==> src/hw/rtl/dlfp_pkg.sv <==
// Package for the delimited length frame parser.
// Holds the parse phases, result kinds and framing constants; no dependencies.
`default_nettype none

package dlfp_pkg;

  localparam logic [7:0]  HDR_BYTE          = 8'hC0;
  localparam logic [15:0] MIN_PACKET_LENGTH = 16'd10;
  localparam logic [15:0] FRAME_OVERHEAD    = 16'd6;
  localparam logic [15:0] MAX_LENGTH_RESET  = 16'hFFFF;

  typedef enum logic [2:0] {
    PH_HUNT    = 3'd0,
    PH_SKIP    = 3'd1,
    PH_LEN     = 3'd2,
    PH_PAYLOAD = 3'd3,
    PH_TRAILER = 3'd4
  } phase_t;

  typedef enum logic [1:0] {
    KIND_PAYLOAD  = 2'd0,
    KIND_ACCEPT   = 2'd1,
    KIND_BADLEN   = 2'd2,
    KIND_BADTRAIL = 2'd3
  } kind_t;

endpackage

`default_nettype wire

==> src/hw/rtl/delimited_length_frame_parser_unit.sv <==
// Top level of the delimited length frame parser: byte input register,
// single-pass parse logic and a result register. Uses dlfp_pkg.
//
//   channel  | handshake                    | payload
//   s_       | s_tvalid / s_tready          | s_tdata: rx_byte
//   m_       | m_tvalid / m_tready          | m_tdata, m_tuser, m_tlast
//   cfg_     | cfg_valid / cfg_ready        | cfg_data: max_packet_length
//
// One byte per cycle unless m_tready stalls; each item waits in the input register,
// where the parse logic works on it, and its result goes into the result register.
// Bytes that yield no result are dropped after the parse step.
// A stall on m_tready holds the result and the input register, and backs up
// to s_tready in the same cycle. rst clears all control state synchronously.
`default_nettype none

module delimited_length_frame_parser_unit
  import dlfp_pkg::*;
(
  input  wire logic        clk,
  input  wire logic        rst,
  input  wire logic        s_tvalid,
  output logic             s_tready,
  input  wire logic [7:0]  s_tdata,   // [7:0] rx_byte
  output logic             m_tvalid,
  input  wire logic        m_tready,
  output logic [23:0]      m_tdata,   // [7:0] out_byte, [23:8] out_length
  output logic [1:0]       m_tuser,   // [1:0] out_kind
  output logic             m_tlast,
  input  wire logic        cfg_valid,
  output logic             cfg_ready,
  input  wire logic [15:0] cfg_data   // [15:0] max_packet_length
);

  logic        in_valid;
  logic [7:0]  in_byte;
  logic        adv;

  logic [15:0] max_packet_length;

  phase_t      phase, phase_next;
  logic [23:0] length_accum, length_accum_next;
  logic [1:0]  length_byte_index, length_byte_index_next;
  logic [15:0] payload_remaining, payload_remaining_next;
  logic [15:0] payload_total, payload_total_next;

  logic        res_valid;
  kind_t       res_kind;
  logic [7:0]  res_byte;
  logic        res_last;
  logic [15:0] res_length;

  logic [15:0] len_low;
  logic        len_high_nz;
  logic        len_bad;
  logic        is_hdr;

  assign adv       = in_valid && (!m_tvalid || m_tready);
  assign s_tready  = !in_valid || adv;
  assign cfg_ready = 1'b1;

  always_ff @(posedge clk) begin
    if (rst) begin
      in_valid <= 1'b0;
    end else if (s_tready) begin
      in_valid <= s_tvalid;
    end
    if (s_tvalid && s_tready) begin
      in_byte <= s_tdata;
    end
  end

  always_ff @(posedge clk) begin
    if (rst) begin
      max_packet_length <= MAX_LENGTH_RESET;
    end else if (cfg_valid && cfg_ready) begin
      max_packet_length <= cfg_data;
    end
  end

  assign is_hdr      = (in_byte == HDR_BYTE);
  assign len_low     = length_accum[15:0];
  assign len_high_nz = (in_byte != 8'd0) || (length_accum[23:16] != 8'd0);
  assign len_bad     = len_high_nz || (len_low < MIN_PACKET_LENGTH)
                       || (len_low > max_packet_length);

  always_comb begin
    phase_next             = phase;
    length_accum_next      = length_accum;
    length_byte_index_next = length_byte_index;
    payload_remaining_next = payload_remaining;
    payload_total_next     = payload_total;
    res_valid              = 1'b0;
    res_kind               = KIND_PAYLOAD;
    res_byte               = 8'd0;
    res_last               = 1'b0;
    res_length             = 16'd0;
    unique case (phase)
      PH_HUNT: begin
        if (is_hdr) begin
          phase_next = PH_SKIP;
        end
      end
      PH_SKIP: begin
        if (!is_hdr) begin
          length_accum_next      = {16'd0, in_byte};
          length_byte_index_next = 2'd1;
          phase_next             = PH_LEN;
        end
      end
      PH_LEN: begin
        unique case (length_byte_index)
          2'd0: length_accum_next[7:0]   = in_byte;
          2'd1: length_accum_next[15:8]  = in_byte;
          2'd2: length_accum_next[23:16] = in_byte;
          2'd3: length_accum_next        = length_accum;
        endcase
        if (length_byte_index != 2'd3) begin
          length_byte_index_next = length_byte_index + 2'd1;
        end else begin
          length_byte_index_next = 2'd0;
          if (len_bad) begin
            phase_next = PH_HUNT;
            res_valid  = 1'b1;
            res_kind   = KIND_BADLEN;
          end else begin
            payload_total_next     = len_low - FRAME_OVERHEAD;
            payload_remaining_next = len_low - FRAME_OVERHEAD;
            phase_next             = PH_PAYLOAD;
          end
        end
      end
      PH_PAYLOAD: begin
        res_valid = 1'b1;
        res_kind  = KIND_PAYLOAD;
        res_byte  = in_byte;
        res_last  = (payload_remaining <= 16'd1);
        if (res_last) begin
          payload_remaining_next = 16'd0;
          phase_next             = PH_TRAILER;
        end else begin
          payload_remaining_next = payload_remaining - 16'd1;
        end
      end
      PH_TRAILER: begin
        phase_next = PH_HUNT;
        res_valid  = 1'b1;
        res_kind   = is_hdr ? KIND_ACCEPT : KIND_BADTRAIL;
        res_length = payload_total;
      end
      default: begin
        phase_next = PH_HUNT;
      end
    endcase
  end

  always_ff @(posedge clk) begin
    if (rst) begin
      phase             <= PH_HUNT;
      length_accum      <= 24'd0;
      length_byte_index <= 2'd0;
      payload_remaining <= 16'd0;
      payload_total     <= 16'd0;
    end else if (adv) begin
      phase             <= phase_next;
      length_accum      <= length_accum_next;
      length_byte_index <= length_byte_index_next;
      payload_remaining <= payload_remaining_next;
      payload_total     <= payload_total_next;
    end
  end

  always_ff @(posedge clk) begin
    if (rst) begin
      m_tvalid <= 1'b0;
    end else if (adv) begin
      m_tvalid <= res_valid;
    end else if (m_tready) begin
      m_tvalid <= 1'b0;
    end
    if (adv) begin
      m_tdata <= {res_length, res_byte};
      m_tuser <= res_kind;
      m_tlast <= res_last;
    end
  end

`ifndef SYNTHESIS
  a_payload_count: assert property (@(posedge clk) disable iff (rst)
    phase == PH_PAYLOAD |-> payload_remaining != 16'd0)
    else $error("payload phase with no bytes remaining");

  a_len_index: assert property (@(posedge clk) disable iff (rst)
    phase == PH_LEN |-> length_byte_index != 2'd0)
    else $error("length phase with byte index zero");

  a_last_kind: assert property (@(posedge clk) disable iff (rst)
    m_tvalid && m_tuser != KIND_PAYLOAD |-> !m_tlast)
    else $error("last flag on a status item");

  a_trailer_follows: assert property (@(posedge clk) disable iff (rst)
    adv && phase == PH_PAYLOAD && res_last |=> phase == PH_TRAILER)
    else $error("last payload byte not followed by trailer phase");
`endif

endmodule

`default_nettype wire
==> config.mk <==
export PLATFORM = sky130hd
export DESIGN_NAME = delimited_length_frame_parser_unit
export DESIGN_NICKNAME = d
export VERILOG_FILES = /design/src/hw/rtl/dlfp_pkg.sv /design/src/hw/rtl/delimited_length_frame_parser_unit.sv
export SDC_FILE = /design/constraint.sdc
export NUM_CORES = 1
export LEC_CHECK = 0
export BUFFER_PORTS_ARGS = -buffer_cell sky130_fd_sc_hd__buf_2
export CELL_PAD_IN_SITES_DETAIL_PLACEMENT = 1
export CELL_PAD_IN_SITES_GLOBAL_PLACEMENT = 1
export CORE_ASPECT_RATIO = 1.5
export CORE_UTILIZATION = 49
export DETAILED_ROUTE_END_ITERATION = 8
export PLACE_DENSITY = 0.82
export SLEW_MARGIN = 20
export SYNTH_ARGS = -nofsm -noshare
export SYNTH_HDL_FRONTEND = slang
export SYNTH_SLANG_ARGS = --single-unit
export TNS_END_PERCENT = 30
==> constraint.sdc <==
create_clock -name clk -period 5.7 [get_ports clk]
set_input_delay 0.855 -clock clk [delete_from_list [all_inputs] [get_ports clk]]
set_output_delay 0.855 -clock clk [all_outputs]
set_load 0.1 [all_outputs]
[After elaboration in Yosys (flattened, before gate mapping)]
Cells that the tools add are included.
Storage, ports and cells
  register bits: 114
  output and inout bits: 30
Cells by class
  $add $sub $neg: 3
  $lt $le $gt $ge: 3
  equal/unequal tests: 16
  muxes and demuxes: 27
  bitwise logic cells: 2
  reduce and logical (&&, ||, !) cells: 24
Operators by type and width (number)
  $mux W16: 3
  $pmux W24 S2: 1
  $pmux W16 S2: 1
  $mux W24: 1
  $mux W8: 3
  $reduce_and A4 Y1: 5
  $gt A16 B16 Y1: 1
  $le A16 B1 Y1 const B: 1
  $lt A16 B4 Y1 const B: 1
  $reduce_bool A8 Y1: 2
  $sub A16 B1 Y16 const B: 1
  $sub A16 B3 Y16 const B: 1
  $mux W2: 6
  $mux W3: 4
  $ne A2 B2 Y1 const B: 6
  $pmux W3 S4: 1
  $eq A8 B8 Y1 const B: 1
  $pmux W2 S2: 2
  $eq A3 B2 Y1 const B: 2
  $ne A2 B1 Y1 const B: 3
  $reduce_bool A2 Y1: 3
  $logic_or A1 B1 Y1: 5
  $reduce_and A5 Y1: 1
  $mux W1: 4
  other kinds (13): 16

[Depth between registers and ports, before layout]
  depth in word-level cells: 8
  depth in mapped cells: 10
  mapped depth without buffers: 8

[Worst setup path before layout]
Ideal clock, no wire load.
  kind: flip-flop to output port
  start point: register m_tvalid
  end point: output s_tready
  arrival time: 1.785 ns
  setup slack: 3.060 ns
  cell stages (with the launch flop): 3
  buffers on the path: 0
  path through: dfxtp_1 nor2b_1 nand2_1
Between the ends
  word-level cells in the longest chain between the ends: 4
RTL lines
  from (decl): line delimited_length_frame_parser_unit.sv:24  | output logic m_tvalid,
  from (signal assigned): line delimited_length_frame_parser_unit.sv:176  | m_tvalid <= res_valid;
  $logic_not A1 Y1: line delimited_length_frame_parser_unit.sv:57  | assign adv = in_valid && (!m_tvalid || m_tready);
  $logic_or A1 B1 Y1: line delimited_length_frame_parser_unit.sv:57
  $logic_and A1 B1 Y1: line delimited_length_frame_parser_unit.sv:57
  $logic_or A1 B1 Y1: line delimited_length_frame_parser_unit.sv:58  | assign s_tready = !in_valid || adv;
  to (decl): line delimited_length_frame_parser_unit.sv:22  | output logic s_tready,
Every way passes these cells.

[Final worst setup path]
  start point: register phase[1]
  end point: register payload_remaining[0]
Between the ends
  word-level cells in the longest chain between the ends: 3
RTL lines
  from (decl): line delimited_length_frame_parser_unit.sv:40  | phase_t phase, phase_next;
  from (signal assigned): line delimited_length_frame_parser_unit.sv:164  | phase <= phase_next;
  $eq A3 B2 Y1: line delimited_length_frame_parser_unit.sv:97  | unique case (phase)
  $ne A2 B2 Y1 (no source line) or $reduce_bool A2 Y1 (tied branches)
  $reduce_and A4 Y1 (no source line)
  to (signal assigned): line delimited_length_frame_parser_unit.sv:167  | payload_remaining <= payload_remaining_next;
  to (decl): line delimited_length_frame_parser_unit.sv:43  | logic [15:0] payload_remaining, payload_remaining_next;
Several ways; a longest one is shown, not always the timed one.
A chain may end at the register's enable or synchronous reset.

==> results.toml <==
[sta]
fin_crit_ns = 3.42
rsz0062_at_grt = "false"
timing.hold.ws_ns = 0.476
fmax_mhz = 293
tightest_slew_ns = 1.02
fin_crit_sh = 0.599
setup_viol = 0
finalMaxSlewViolations = 0
max-slew-margin-rel = 0.322
fin_skew_ns = 0.00858
setup_tns_ns = 0
finalHoldViolCount = 0

[power]
ir_drop_mv = 0.252
power_density_nw_per_um2 = 315
p_sw_mw = 0.514
combPwrFrac = 0.070
p_seq_frac = 0.427
p_int_mw = 1.53
power_mw = 2.05
p_sw_frac = 0.251
leakage_nw = 2.63
pwr-share-clk = 0.503

[die]
initial_core_util = 0.503
core_um2 = 11100
row_count = 47
die_w_um = 89.0
ioPinCount = 59
die_area_um2 = 11800
die_y_um = 132

[setup_path]
worst_path_max_delay_cell = "or4_1"
max_stage_delay_ns = 0.86
critPathArrivalTime_ns = 3.69
cp-end-kind = "flop"
path_class = "reg2reg"
ff2ff_path_depth = 6
worstPathCellList = "nor3b_4, and4_1, nand4_2, or4_1, a221oi_1, a311oi_1"
cp-start-kind = "flop"
required_ns = 5.97
worstPathMaxFanout = 18

[synth]
ys.flop_type = "dfxtp_1"
synthArstFlopShare = 0
synthDistinctLibCells = 60
synth_edf_count = 35
yosysWarningCount = 0
synth_cells = 592
synth_fp_nets = 644
syn-cell-area_um2 = 5560
synthTopCellsByCount = "79 x dfxtp_1, 60 x a21oi_1, 39 x nand2_1"
ys_seq_area_frac = 0.474
synth_seq_cells = 114
yosysTopAreaCell = "dfxtp_1"
avgSynthCellArea_um2 = 9.39
synthTopCellsByArea = "dfxtp_1 28%, edfxtp_1 19%, a21oi_1 5.4%, ha_1 5.2%, nor3_1 3.2%"
yosysMostFrequentCell = "dfxtp_1"
yosys.area.top_type_share = 0.285

[clock_tree]
cts_tree = "done"
clkTransAtPathRegs_ns = 0.06
cts_sinks = 114
cts.path.max_buffers = 2
cts_buffers = 17
htree_levels = 4
clk_latency_ns = 0.43
root_buffer = "clkbuf_16"
cts_hold_buf = 0
post_cts_buffers = 0
cts_resized = 0

[hold_path]
min_delay_path_depth = 2
min_path_type = "reg2reg"

[final_layout]
fin_nets = 689
num_antenna_cells = 0
utilization = 0.587
drive_gt1_frac = 0.158
areaGrowthSynthToFinish_pct = 16.8
nFillCells = 1325

[drt]
num_vias = 4818
via_per_inst = 6.05
routed_wl_um = 16000
drt_iter0_markers = 242
ant_nets = 0
drt-wirelength-per-cell_um = 20.1
first_pass_iters = 5
drc = 0

[run_status]
status = "completed"

[global_route]
overflow = 0
antenna_found_initial = 0
grt_pass1_wl_um = 25600
grt_usage = 0.289
grt_max_degree = 62
first_global_vias = 4976

[placed_design]
hpwl_um = 10900
gp_congestion = 0.832
numPortBuffers = 57

[run]
maxCapViolations = 0
## layout make-up
| cell class | instances | area (µm²) | area share |
|---|---|---|---|
| Multi-Input combinational cell | 409 | 2660 | 0.409 |
| Sequential cell | 114 | 2630 | 0.406 |
| Clock buffer | 18 | 429 | 0.0662 |
| Timing Repair Buffer | 62 | 323 | 0.0498 |
| Tap cell | 147 | 184 | 0.0284 |
| Clock inverter | 14 | 140 | 0.0216 |
| Inverter | 33 | 124 | 0.0191 |
## critical path: cells and delay by family (launching register included)
kind / cells / cell delay (ns)
AO/OA/AOI/OAI: 2 / 0.49
flip-flops: 1 / 0.51
AND/OR/NAND/NOR: 4 / 2.25
## cells in the final DEF (no fill, tap or decap), types with 17 or more instances in the layout
cell,count
buf_2,57
inv_1,33
a21oi_1,60
clkbuf_16,17
edfxtp_1,35
and2_1,27
nor2_1,27
nand3_1,25
ha_1,23
nor3_1,36
nand2_1,39
dfxtp_1,79
## flip-flops by register name, indices dropped and copies added, names as in the netlist
register / count
length_byte_index: 2
m_tlast: 1
payload_total: 16
payload_remaining: 16
length_accum: 24
max_packet_length: 16
m_tuser: 2
in_valid: 1
m_tdata: 24
phase: 3
in_byte: 8
m_tvalid: 1
## power by group through the flow
stage               clock, mW  sequential [mW]  combinational [mW]
CTS                      1.03            0.874               0.142
finish                   1.03            0.874               0.143
floorplan                   0            0.923              0.0669
global route             1.07            0.876               0.153
global placement            0            0.889               0.135
detailed placement          0            0.890               0.140
## metal layers
metal	GRT usage	vias to the layer above	wire, µm
met5	0	-	0
met1	0.316	2368	6110
met3	0.0586	58	542
met2	0.509	140	8660
li1	-	2252	-
met4	0.161	0	727
## through the flow
stage	area [µm²]	cells	setup slack, ns
6_report	6490	797	2.28
3_5_place_dp	5910	765	2.14
4_1_cts	6480	797	2.06
5_1_grt	6490	797	2.08
2_1_floorplan	5560	592	3.06
3_3_place_gp	5910	765	2.35
## final timing paths
path | end | slack [ns] | from
min reg2reg | length_accum[22] | 0.48 | length_accum[22]
min | length_accum[22] | 0.48 | length_accum[22]
max | payload_remaining[0] | 2.28 | phase[1]
max reg2reg | payload_remaining[0] | 2.28 | phase[1]
## cells by family after synthesis
kind of cell	count (synthesis)	share of synthesized area
buf+inv	69	0.0509
flops	114	0.474
simple gates	211	0.207
fa+ha+maj	23	0.0518
compound gates	147	0.171
xor+xnor	16	0.0252
other cells	1	0.000675
mux	11	0.0198
(Power assumes the default switching activity.)
